==> src/rtl/core/bhc_pkg.sv <==
// ----------------------------------------------------------------------------
// BMP header checker package
// Shared types, status codes and header byte positions.
// ----------------------------------------------------------------------------
`default_nettype none

package bhc_pkg;

    typedef enum logic [2:0] {
        STATUS_OK        = 3'd0,
        STATUS_BAD_SIG   = 3'd1,
        STATUS_SHORT_HDR = 3'd2,
        STATUS_COMPRESSED = 3'd3,
        STATUS_NOT_24BIT = 3'd4
    } status_t;

    localparam int unsigned POS_W = 6;

    localparam logic [POS_W-1:0] POS_SIG_END    = 6'd1;
    localparam logic [POS_W-1:0] POS_OFFSET_END = 6'd13;
    localparam logic [POS_W-1:0] POS_INFO_END   = 6'd17;
    localparam logic [POS_W-1:0] POS_WIDTH_END  = 6'd21;
    localparam logic [POS_W-1:0] POS_HEIGHT_END = 6'd25;
    localparam logic [POS_W-1:0] POS_DEPTH_END  = 6'd29;
    localparam logic [POS_W-1:0] POS_COMP_END   = 6'd33;
    localparam logic [POS_W-1:0] POS_LAST       = 6'd53;
    localparam logic [POS_W-1:0] POS_MAX        = 6'd63;

    localparam logic [15:0] SIGNATURE_BM  = 16'h4D42;
    localparam logic [31:0] MIN_INFO_SIZE = 32'd40;
    localparam logic [15:0] WANTED_DEPTH  = 16'd24;

    typedef struct packed {
        logic       valid;
        logic [7:0] header_byte;
        logic       start_of_file;
    } byte_item_t;

    // (4 - width*3 mod 4) mod 4 reduces to width mod 4
    function automatic logic [1:0] row_pad(input logic [31:0] width);
        logic [1:0] pad;
        pad = 2'd0;
        if (!width[31] && (width != 32'd0))
        begin
            pad = width[1:0];
        end
        return pad;
    endfunction

endpackage

`default_nettype wire

==> src/rtl/core/bhc_in_if.sv <==
// ----------------------------------------------------------------------------
// BMP header checker byte channel
// Valid/ready channel carrying one file byte and its start flag.
// ----------------------------------------------------------------------------
`default_nettype none

interface bhc_in_if;
    logic       valid;
    logic       ready;
    logic [7:0] header_byte;
    logic       start_of_file;

    modport source (output valid, output header_byte, output start_of_file, input ready);
    modport sink   (input valid, input header_byte, input start_of_file, output ready);
endinterface

`default_nettype wire

==> src/rtl/core/bhc_out_if.sv <==
// ----------------------------------------------------------------------------
// BMP header checker verdict channel
// Valid/ready channel carrying one verdict per file.
// ----------------------------------------------------------------------------
`default_nettype none

interface bhc_out_if;
    logic               valid;
    logic               ready;
    logic [2:0]         status;
    logic [31:0]        pixel_data_offset;
    logic signed [31:0] image_width;
    logic signed [31:0] image_height;
    logic [1:0]         row_padding;

    modport source (output valid, output status, output pixel_data_offset,
                    output image_width, output image_height, output row_padding,
                    input ready);
    modport sink   (input valid, input status, input pixel_data_offset,
                    input image_width, input image_height, input row_padding,
                    output ready);
endinterface

`default_nettype wire

==> src/rtl/core/bmp_header_checker_core.sv <==
// ----------------------------------------------------------------------------
// BMP header checker core
// Parses a BMP file header from a byte stream and reports one verdict per file.
// ----------------------------------------------------------------------------
// Takes one byte per clock cycle while no verdict waits on the result
// channel, with start_of_file marking the first byte of each file. A byte
// passes through an input register and then the parser, whose field
// registers update once per byte; the verdict a byte decides (byte 1 for a
// bad signature, byte 17 for a short info header, otherwise byte 53) goes
// into the result register that drives the result channel. While a verdict
// waits there the parser holds, and the byte channel stalls as soon as the
// input register is full. Files cut short or restarted mid-header give no
// verdict; bytes after a verdict are dropped until the next start.
`default_nettype none

module bmp_header_checker_core (
    input  wire logic clk,
    input  wire logic rst_n,
    bhc_in_if.sink    bytes,
    bhc_out_if.source verdicts
);

    bhc_pkg::byte_item_t item;
    logic                advance;

    bhc_in_stage u_in_stage (
        .clk     (clk),
        .rst_n   (rst_n),
        .bytes   (bytes),
        .advance (advance),
        .item    (item)
    );

    bhc_parser u_parser (
        .clk      (clk),
        .rst_n    (rst_n),
        .item     (item),
        .advance  (advance),
        .verdicts (verdicts)
    );

endmodule

`default_nettype wire

==> src/rtl/core/bhc_in_stage.sv <==
// ----------------------------------------------------------------------------
// BMP header checker input register
// Captures one byte request per cycle ahead of the parser, while empty or advancing.
// ----------------------------------------------------------------------------
`default_nettype none

module bhc_in_stage (
    input  wire logic             clk,
    input  wire logic             rst_n,
    bhc_in_if.sink                bytes,
    input  wire logic             advance,
    output bhc_pkg::byte_item_t   item
);

    logic                 valid_reg;
    logic [7:0]           byte_reg;
    logic                 sof_reg;
    logic                 load;

    assign load        = !valid_reg || advance;
    assign bytes.ready = load;

    always_ff @(posedge clk or negedge rst_n)
    begin
        if (!rst_n)
        begin
            valid_reg <= 1'b0;
        end
        else if (load)
        begin
            valid_reg <= bytes.valid;
        end
    end

    always_ff @(posedge clk)
    begin
        if (load && bytes.valid)
        begin
            byte_reg <= bytes.header_byte;
            sof_reg  <= bytes.start_of_file;
        end
    end

    always_comb
    begin
        item.valid         = valid_reg;
        item.header_byte   = byte_reg;
        item.start_of_file = sof_reg;
    end

endmodule

`default_nettype wire

==> src/rtl/core/bhc_parser.sv <==
// ----------------------------------------------------------------------------
// BMP header checker parser
// Assembles header fields, decides the verdict and holds the result register.
// ----------------------------------------------------------------------------
`default_nettype none

module bhc_parser (
    input  wire logic             clk,
    input  wire logic             rst_n,
    input  bhc_pkg::byte_item_t   item,
    output logic                  advance,
    bhc_out_if.source             verdicts
);

    logic [bhc_pkg::POS_W-1:0] pos_reg, pos_next, pos_cur;
    logic [31:0]               fa_reg, fa_next, fa_cur;
    logic [31:0]               offset_reg, offset_next;
    logic [31:0]               width_reg, width_next;
    logic [31:0]               height_reg, height_next;
    logic [15:0]               depth_reg, depth_next;
    logic                      comp_reg, comp_next;
    logic                      done_reg, done_next;

    logic                      emit;
    bhc_pkg::status_t          status_next;
    logic                      ok_next;

    logic                      res_valid_reg;
    logic [2:0]                res_status_reg;
    logic [31:0]               res_offset_reg;
    logic [31:0]               res_width_reg;
    logic [31:0]               res_height_reg;
    logic [1:0]                res_pad_reg;

    assign advance = !res_valid_reg || verdicts.ready;

    always_comb
    begin
        pos_cur     = item.start_of_file ? '0 : pos_reg;
        fa_cur      = item.start_of_file ? '0 : fa_reg;
        offset_next = item.start_of_file ? '0 : offset_reg;
        width_next  = item.start_of_file ? '0 : width_reg;
        height_next = item.start_of_file ? '0 : height_reg;
        depth_next  = item.start_of_file ? '0 : depth_reg;
        comp_next   = item.start_of_file ? 1'b0 : comp_reg;
        done_next   = item.start_of_file ? 1'b0 : done_reg;
        fa_next     = fa_cur;
        pos_next    = pos_cur;
        emit        = 1'b0;
        status_next = bhc_pkg::STATUS_OK;
        ok_next     = 1'b0;

        if (!done_next)
        begin
            fa_next = {item.header_byte, fa_cur[31:8]};
            if (pos_cur != bhc_pkg::POS_MAX)
            begin
                pos_next = pos_cur + 1'b1;
            end
            case (pos_cur)
                bhc_pkg::POS_SIG_END:
                begin
                    if (fa_next[31:16] != bhc_pkg::SIGNATURE_BM)
                    begin
                        emit        = 1'b1;
                        status_next = bhc_pkg::STATUS_BAD_SIG;
                    end
                end
                bhc_pkg::POS_OFFSET_END: offset_next = fa_next;
                bhc_pkg::POS_INFO_END:
                begin
                    if (fa_next < bhc_pkg::MIN_INFO_SIZE)
                    begin
                        emit        = 1'b1;
                        status_next = bhc_pkg::STATUS_SHORT_HDR;
                    end
                end
                bhc_pkg::POS_WIDTH_END:  width_next  = fa_next;
                bhc_pkg::POS_HEIGHT_END: height_next = fa_next;
                bhc_pkg::POS_DEPTH_END:  depth_next  = fa_next[31:16];
                bhc_pkg::POS_COMP_END:   comp_next   = (fa_next != 32'd0);
                bhc_pkg::POS_LAST:
                begin
                    emit = 1'b1;
                    if (comp_next)
                    begin
                        status_next = bhc_pkg::STATUS_COMPRESSED;
                    end
                    else if (depth_next != bhc_pkg::WANTED_DEPTH)
                    begin
                        status_next = bhc_pkg::STATUS_NOT_24BIT;
                    end
                    else
                    begin
                        status_next = bhc_pkg::STATUS_OK;
                        ok_next     = 1'b1;
                    end
                end
                default:
                begin
                end
            endcase
            if (emit)
            begin
                done_next = 1'b1;
            end
        end
    end

    always_ff @(posedge clk or negedge rst_n)
    begin
        if (!rst_n)
        begin
            pos_reg       <= '0;
            fa_reg        <= '0;
            offset_reg    <= '0;
            width_reg     <= '0;
            height_reg    <= '0;
            depth_reg     <= '0;
            comp_reg      <= 1'b0;
            done_reg      <= 1'b1;
            res_valid_reg <= 1'b0;
        end
        else if (advance)
        begin
            res_valid_reg <= item.valid && emit;
            if (item.valid)
            begin
                pos_reg    <= pos_next;
                fa_reg     <= fa_next;
                offset_reg <= offset_next;
                width_reg  <= width_next;
                height_reg <= height_next;
                depth_reg  <= depth_next;
                comp_reg   <= comp_next;
                done_reg   <= done_next;
            end
        end
    end

    always_ff @(posedge clk)
    begin
        if (advance && item.valid && emit)
        begin
            res_status_reg <= status_next;
            res_offset_reg <= ok_next ? offset_next : 32'd0;
            res_width_reg  <= ok_next ? width_next : 32'd0;
            res_height_reg <= ok_next ? height_next : 32'd0;
            res_pad_reg    <= ok_next ? bhc_pkg::row_pad(width_next) : 2'd0;
        end
    end

    assign verdicts.valid             = res_valid_reg;
    assign verdicts.status            = res_status_reg;
    assign verdicts.pixel_data_offset = res_offset_reg;
    assign verdicts.image_width       = res_width_reg;
    assign verdicts.image_height      = res_height_reg;
    assign verdicts.row_padding       = res_pad_reg;

endmodule

`default_nettype wire

==> src/flat_wrapper.sv <==
// flat-port wrapper written by rule: the top's interface ports become plain ports
module bmp_header_checker_core_flat 
  (clk, rst_n, bytes_valid, bytes_header_byte, bytes_start_of_file, bytes_ready, verdicts_valid, verdicts_status, verdicts_pixel_data_offset, verdicts_image_width, verdicts_image_height, verdicts_row_padding, verdicts_ready);
  bhc_in_if bytes_i ();
  bhc_out_if verdicts_i ();
  input  wire logic clk;
  input  wire logic rst_n;
  input wire logic [$bits(bytes_i.valid)-1:0] bytes_valid;
  input wire logic [$bits(bytes_i.header_byte)-1:0] bytes_header_byte;
  input wire logic [$bits(bytes_i.start_of_file)-1:0] bytes_start_of_file;
  output wire logic [$bits(bytes_i.ready)-1:0] bytes_ready;
  output wire logic [$bits(verdicts_i.valid)-1:0] verdicts_valid;
  output wire logic [$bits(verdicts_i.status)-1:0] verdicts_status;
  output wire logic [$bits(verdicts_i.pixel_data_offset)-1:0] verdicts_pixel_data_offset;
  output wire logic [$bits(verdicts_i.image_width)-1:0] verdicts_image_width;
  output wire logic [$bits(verdicts_i.image_height)-1:0] verdicts_image_height;
  output wire logic [$bits(verdicts_i.row_padding)-1:0] verdicts_row_padding;
  input wire logic [$bits(verdicts_i.ready)-1:0] verdicts_ready;
  assign bytes_i.valid = bytes_valid;
  assign bytes_i.header_byte = bytes_header_byte;
  assign bytes_i.start_of_file = bytes_start_of_file;
  assign bytes_ready = bytes_i.ready;
  assign verdicts_valid = verdicts_i.valid;
  assign verdicts_status = verdicts_i.status;
  assign verdicts_pixel_data_offset = verdicts_i.pixel_data_offset;
  assign verdicts_image_width = verdicts_i.image_width;
  assign verdicts_image_height = verdicts_i.image_height;
  assign verdicts_row_padding = verdicts_i.row_padding;
  assign verdicts_i.ready = verdicts_ready;
  bmp_header_checker_core u_core (.clk(clk), .rst_n(rst_n), .bytes(bytes_i), .verdicts(verdicts_i));
endmodule
==> config.mk <==
export PLATFORM = sky130hd
export DESIGN_NAME = bmp_header_checker_core_flat
export DESIGN_NICKNAME = d
export VERILOG_FILES = /design/src/rtl/core/bhc_pkg.sv /design/src/rtl/core/bhc_in_if.sv /design/src/rtl/core/bhc_out_if.sv /design/src/rtl/core/bmp_header_checker_core.sv /design/src/rtl/core/bhc_in_stage.sv /design/src/rtl/core/bhc_parser.sv /design/src/flat_wrapper.sv
export SDC_FILE = /design/constraint.sdc
export NUM_CORES = 1
export LEC_CHECK = 0
export BUFFER_PORTS_ARGS = -buffer_cell sky130_fd_sc_hd__clkbuf_2
export CAP_MARGIN = 25
export CORE_ASPECT_RATIO = 0.5
export CORE_UTILIZATION = 45
export DETAILED_ROUTE_END_ITERATION = 16
export PLACE_DENSITY = 0.67
export SYNTH_ARGS = -nofsm -noshare
export SYNTH_HDL_FRONTEND = slang
export SYNTH_HIERARCHICAL = 1
export SYNTH_SLANG_ARGS = --single-unit
==> constraint.sdc <==
create_clock -name clk -period 7.1 [get_ports clk]
set_clock_uncertainty 0.1 [all_clocks]
set_input_delay 0.355 -clock clk [delete_from_list [all_inputs] [get_ports clk]]
set_output_delay 0.355 -clock clk [all_outputs]
set_load 0.02 [all_outputs]
# Word-level counts from Yosys, hierarchy flattened
# Cells that the tools add are included.
dict set report totals {
  reg_bits 256
  elab_cells 81
}
dict set report op_classes {
  add_sub_neg 1
  order_cmp 1
  eq_ne 11
  mux 37
  n_reduce_logical 14
}
# cell n
set op_table {}
lappend op_table {{$mux W32} 11}
lappend op_table {{$reduce_bool A32 Y1} 2}
lappend op_table {{$mux W16} 3}
lappend op_table {{$lt A32 B6 Y1 const B} 1}
lappend op_table {{$eq A6 B5 Y1 const B} 4}
lappend op_table {{$mux W6} 3}
lappend op_table {{$ne A16 B15 Y1 const B} 1}
lappend op_table {{$ne A16 B5 Y1 const B} 1}
lappend op_table {{$mux W1} 15}
lappend op_table {{$eq A6 B6 Y1 const B} 2}
lappend op_table {{$pmux W3 S3} 1}
lappend op_table {{$add A6 B1 Y6 const B} 1}
lappend op_table {{$eq A6 B1 Y1 const B} 1}
lappend op_table {{$eq A6 B4 Y1 const B} 1}
lappend op_table {{$mux W3} 2}
lappend op_table {{$ne A6 B6 Y1 const B} 1}
lappend op_table {{$logic_and A1 B1 Y1} 5}
lappend op_table {{$reduce_and A2 Y1} 2}
lappend op_table {{$logic_not A1 Y1} 3}
lappend op_table {{$pmux W1 S3} 1}
lappend op_table {{$logic_or A1 B1 Y1} 2}
lappend op_table {{$mux W2} 1}

# Depth between registers and ports, before layout
dict set report logic_depth {
  word_depth 7
  ltp_mapped 14
  depth_no_buf 8
}

# Cells and area by module
# Netlist, hierarchy kept.
# module instances cells_per_inst area_per_inst_um2 seq_area_each_um2
set modules_own_cells {}
lappend modules_own_cells {bhc_parser 1 1099 11194.5 6662.6}
lappend modules_own_cells {bhc_in_stage 1 15 339.1 295.3}

# Least setup slack after synthesis
# Ideal clock, no wire load.
dict set report synth_timing {
  path_kind {flip-flop to flip-flop}
  from {reg u_core.u_in_stage.sof_reg}
  to {reg u_core.u_parser.res_height_reg[0] (netlist: u_core/u_parser/verdicts.image_height[0]), enable pin}
  setup_ps 562
  arrival_ps 6448
  required_time_ps 6438
  slack_ps -10
  stages_incl_launch_ff 13
  n_path_buf 5
  period_less_slack_ps 7110
  cell_sequence {edfxtp_1 > buf_4 > buf_2 > buf_2 > buf_1 > clkbuf_1 > nor2b_1 > ha_1 > nor3b_4 > nand4b_1 > nor3_1 > nor3_1 > nor2_1}
}
dict set report synth_between {
  elab_chain_len 7
}
# element line
set synth_rtl {}
lappend synth_rtl {{from (decl)} bhc_in_stage.sv:17} ;# logic sof_reg;
lappend synth_rtl {{from (signal assigned)} bhc_in_stage.sv:40} ;# sof_reg <= bytes.start_of_file;
lappend synth_rtl {{$mux W32} bhc_parser.sv:40} ;# fa_cur = item.start_of_file ? '0 : fa_reg;
lappend synth_rtl {{$lt A32 B6 Y1 / $ne A16 B15 Y1 (equally long branches)} {bhc_parser.sv:72, bhc_parser.sv:63}}
lappend synth_rtl {{$mux W1 (on tied branches)} {bhc_parser.sv:72, bhc_parser.sv:63}}
lappend synth_rtl {{$pmux W1 S3} bhc_parser.sv:60} ;# case (pos_cur)
lappend synth_rtl {{$mux W1} bhc_parser.sv:53} ;# if (!done_next)
lappend synth_rtl {{$mux W1 (*)} bhc_parser.sv:53}
lappend synth_rtl {{$logic_and A1 B1 Y1 (*)} bhc_parser.sv:143} ;# if (advance && item.valid && emit)
lappend synth_rtl {{to (signal assigned)} bhc_parser.sv:148} ;# res_height_reg <= ok_next ? height_next : 32'd0;
lappend synth_rtl {{to (decl)} bhc_parser.sv:32} ;# logic [31:0] res_height_reg;
# Mark *: on every way between the ends. The rest lies on a longest branch, timed or not. The select of a mux whose other input is x is not followed.
# A chain may end at the register's enable or synchronous reset.

# Final worst setup path
dict set report layout_timing {
  from {reg u_core.u_in_stage.sof_reg}
  to {reg u_core.u_parser.res_offset_reg[7] (netlist: u_core/u_parser/verdicts.pixel_data_offset[7]), enable pin}
}
dict set report layout_between {
  elab_chain_len 7
}
# element line
set layout_rtl {}
lappend layout_rtl {{$mux W32} bhc_parser.sv:40}
lappend layout_rtl {{$lt A32 B6 Y1 / $ne A16 B15 Y1 (equally long branches)} {bhc_parser.sv:72, bhc_parser.sv:63}}
lappend layout_rtl {{$mux W1 (on tied branches)} {bhc_parser.sv:72, bhc_parser.sv:63}}
lappend layout_rtl {{$pmux W1 S3} bhc_parser.sv:60}
lappend layout_rtl {{$mux W1} bhc_parser.sv:53}
lappend layout_rtl {{$mux W1 (*)} bhc_parser.sv:53}
lappend layout_rtl {{$logic_and A1 B1 Y1 (*)} bhc_parser.sv:143}
lappend layout_rtl {{to (signal assigned)} bhc_parser.sv:146} ;# res_offset_reg <= ok_next ? offset_next : 32'd0;
lappend layout_rtl {{to (decl)} bhc_parser.sv:30} ;# logic [31:0] res_offset_reg;
# Marked as above.

==> reports/metrics.yaml <==
worst_setup_path:
  path_max_fanout: 71
  rr_endpoint: "u_core/u_parser/verdicts.pixel_data_offset[7]"
  worstSetupPathType: "flip-flop to flip-flop"
  r2r_start: "u_core/u_in_stage/sof_reg"
  crit_path_start_kind: "flip-flop"
  cp.arrival_ns: 3.93
  reg2reg_depth: 11
  endpoint_kind: "flip-flop"
  required_ns: 7.18
  startpoint: "u_core/u_in_stage/sof_reg"
  regToRegSetupSlack_ns: 3.25
detailed_routing:
  antenna_left: 0
  finalWirelength_um: 29850
  drt_pass1_iterations: 5
  first_iter_violations: 1110
  post_drt_via_cell_ratio: 5.739
  drc: 0
  wl_per_cell_um: 19.61
  vias: 8735
sta:
  post-route-min-period_ns: 3.848
  whs_ns: 0.2188
  rsz0062_at_grt: "false"
  relSlewSlack_pct: 29.64
  max_freq_mhz: 259.9
  finalSetupTns_ns: 0
  hold_viol: 0
  slew_viol_final: 0
  fin_crit_sh_pct: 54.19
  setup_viol_count_final: 0
  worstMarginPinSlew_ns: 1.052
placed_design:
  io_buffers: 115
  hpwl_um: 17700
  place_congestion: 0.8319
  placed_cell_area_mm2: 0.01219
clocking:
  cts_resized: 0
  ctsHoldBuffers: 11
  cts_buffers: 24
  cts_setup_buffers: 0
  cts_root_buf: "clkbuf_16"
  cts.sinks: 256
  cts.path.max_buffers: 3
  clk_pin_slew_ns: 0.06
  htree_num_levels: 1
  cts_tree: "yes"
  clock_latency_ns: 0.53
global_routing:
  grt_overflow_total: 0
  antenna_found_initial: 0
  grt_pass1_wl_um: 47930
  grt_max_degree: 90
  grt_pass1_vias: 8626
  grtUsageTotal_pct: 23.00
layout:
  syn2layout_area_growth_pct: 13.63
  nets: 1183
  fin_area_mm2: 0.01311
  fillerInstances: 2117
  drive_above_1_share_pct: 19.06
  antenna_cells: 0
floorplan:
  placeableCoreArea_mm2: 0.02457
  rows: 40
  die_w_um: 228.4
  start_util_pct: 46.93
  die_area_mm2: 0.02631
  ios: 116
  die_height_um: 115.2
power_and_ir_drop:
  leakage_uw: 0.005091
  p_per_area_mw_per_mm2: 301.8
  ir_drop_v: 0.0002082
logic_synthesis:
  ys_seq_area_share_pct: 60.33
  synth_enable_flop_cells: 110
  syn_nets: 1129
  ys_types: 53
  synth.avg_cell_area_um2: 10.35
  yosys.area.top_type: "dfrtp_1"
  yosys.area.top_type_share_pct: 31.46
  synth_commonest_cells: "nand2_1 (270), dfrtp_1 (145), edfxtp_1 (110)"
  yosys_warnings: 6
  synth_seq_cells: 256
  synth-main-ff-cell: "dfrtp_1"
  synthCells: 1114
  synthTopCellsByArea: "dfrtp_1 (31%), edfxtp_1 (29%), nand2_1 (8.8%)"
  post-synth-top-count-cell: "nand2_1"
  async_flop_share_pct: 57.03
  syn_area_mm2: 0.01153
worst_hold_path:
  hp-class: "primary input to flip-flop"
  hold_path_startpoint: "verdicts_ready"
  hold-path-cell-count: 3
  holdPathEnd: "u_core/u_parser/verdicts.valid"
flow_run:
  cap_violations: 0
run_status:
  status: "finished, final reports clean"
[cell usage in the layout, fill, tap and decap left out, types with 11 or more instances in the layout]
cell           instances
dfrtp_1              145
a22o_1                31
nor2_1                22
a21oi_2               40
clkbuf_16             25
nand3_1               29
a21boi_0              70
edfxtp_1             110
nand2_1              269
nor4_1                11
clkbuf_2             114
o21ai_0              103
a22oi_1               25
buf_4                 15
dlygate4sd3_1         11
a21oi_1               66
[worst max path at each step]
stage | endpoint | cells after the start | slack (ns)
3_5_place_dp | u_core/u_parser/verdicts.image_height[11] | 10 | 3.02
6_report | u_core/u_parser/verdicts.pixel_data_offset[7] | 11 | 3.25
5_1_grt | u_core/u_parser/verdicts.image_width[10] | 11 | 2.94
4_1_cts | u_core/u_parser/verdicts.image_width[8] | 10 | 2.96
3_3_place_gp | u_core/u_parser/verdicts.image_width[5] | 10 | 3.16
2_1_floorplan | u_core/u_parser/verdicts.image_height[0] | 12 | 1.68
[where the power goes]
group	internal, uW	total (uW)	switching (uW)
Combinational	223	609	386
Clock	729	1280	549
Sequential	1770	2070	295
Total	2730	3960	1230
[through the flow]
stage / utilization (%) / power, uW / setup WS, ns / instances
2_1_floorplan: - / 2427 / 1.684 / 1114
3_3_place_gp: 49.60 / 2653 / 3.156 / 1466
3_5_place_dp: 49.60 / 2685 / 3.017 / 1466
4_1_cts: 53.22 / 3967 / 2.959 / 1521
5_1_grt: 53.33 / 4139 / 2.935 / 1522
6_report: 53.33 / 3956 / 3.252 / 1522
[final cells by class]
cell class	count	area (um2)	share of cell area [%]
Inverter	4	15.01	0.1146
Tap cell	336	420.4	3.208
Sequential cell	256	6958	53.09
Timing Repair Buffer	142	832.0	6.349
Clock buffer	34	709.4	5.413
Multi-Input combinational cell	740	4101	31.30
Clock inverter	10	68.82	0.5251
[routing by layer]
| layer | vias up | part of all wire, % | track usage [%] | wire length (um) |
|---|---|---|---|---|
| met2 | 367 | 45 | 36.73 | 13550 |
| met3 | 58 | 7.4 | 3.571 | 2198 |
| met5 | - | 0 | 0 | 0 |
| met1 | 4274 | 45 | 32.63 | 13310 |
| li1 | 4036 | - | - | - |
| met4 | 0 | 2.7 | 7.159 | 801 |
[critical path, stage by stage, from the launching register on]
cell      delay, ns
edfxtp_1       0.33
buf_4          0.46
nor2b_1        0.19
inv_1          0.09
ha_1           0.20
nor3b_4        0.28
nand4b_1       0.12
nor3_1         0.29
nor3_1         0.17
nor2_4         0.47
buf_4          0.36
buf_16         0.36
[logic make-up after synthesis]
| family | share of synthesized area, % |
|---|---|
| flip-flops | 60.33 |
| adder cells (fa/ha/maj) | 0.2169 |
| AND/OR/NAND/NOR | 14.07 |
| buffers and inverters | 4.317 |
| multiplexers | 1.128 |
| AO/OA/AOI/OAI | 19.94 |
Note: power is estimated with default switching activity, not from simulation.
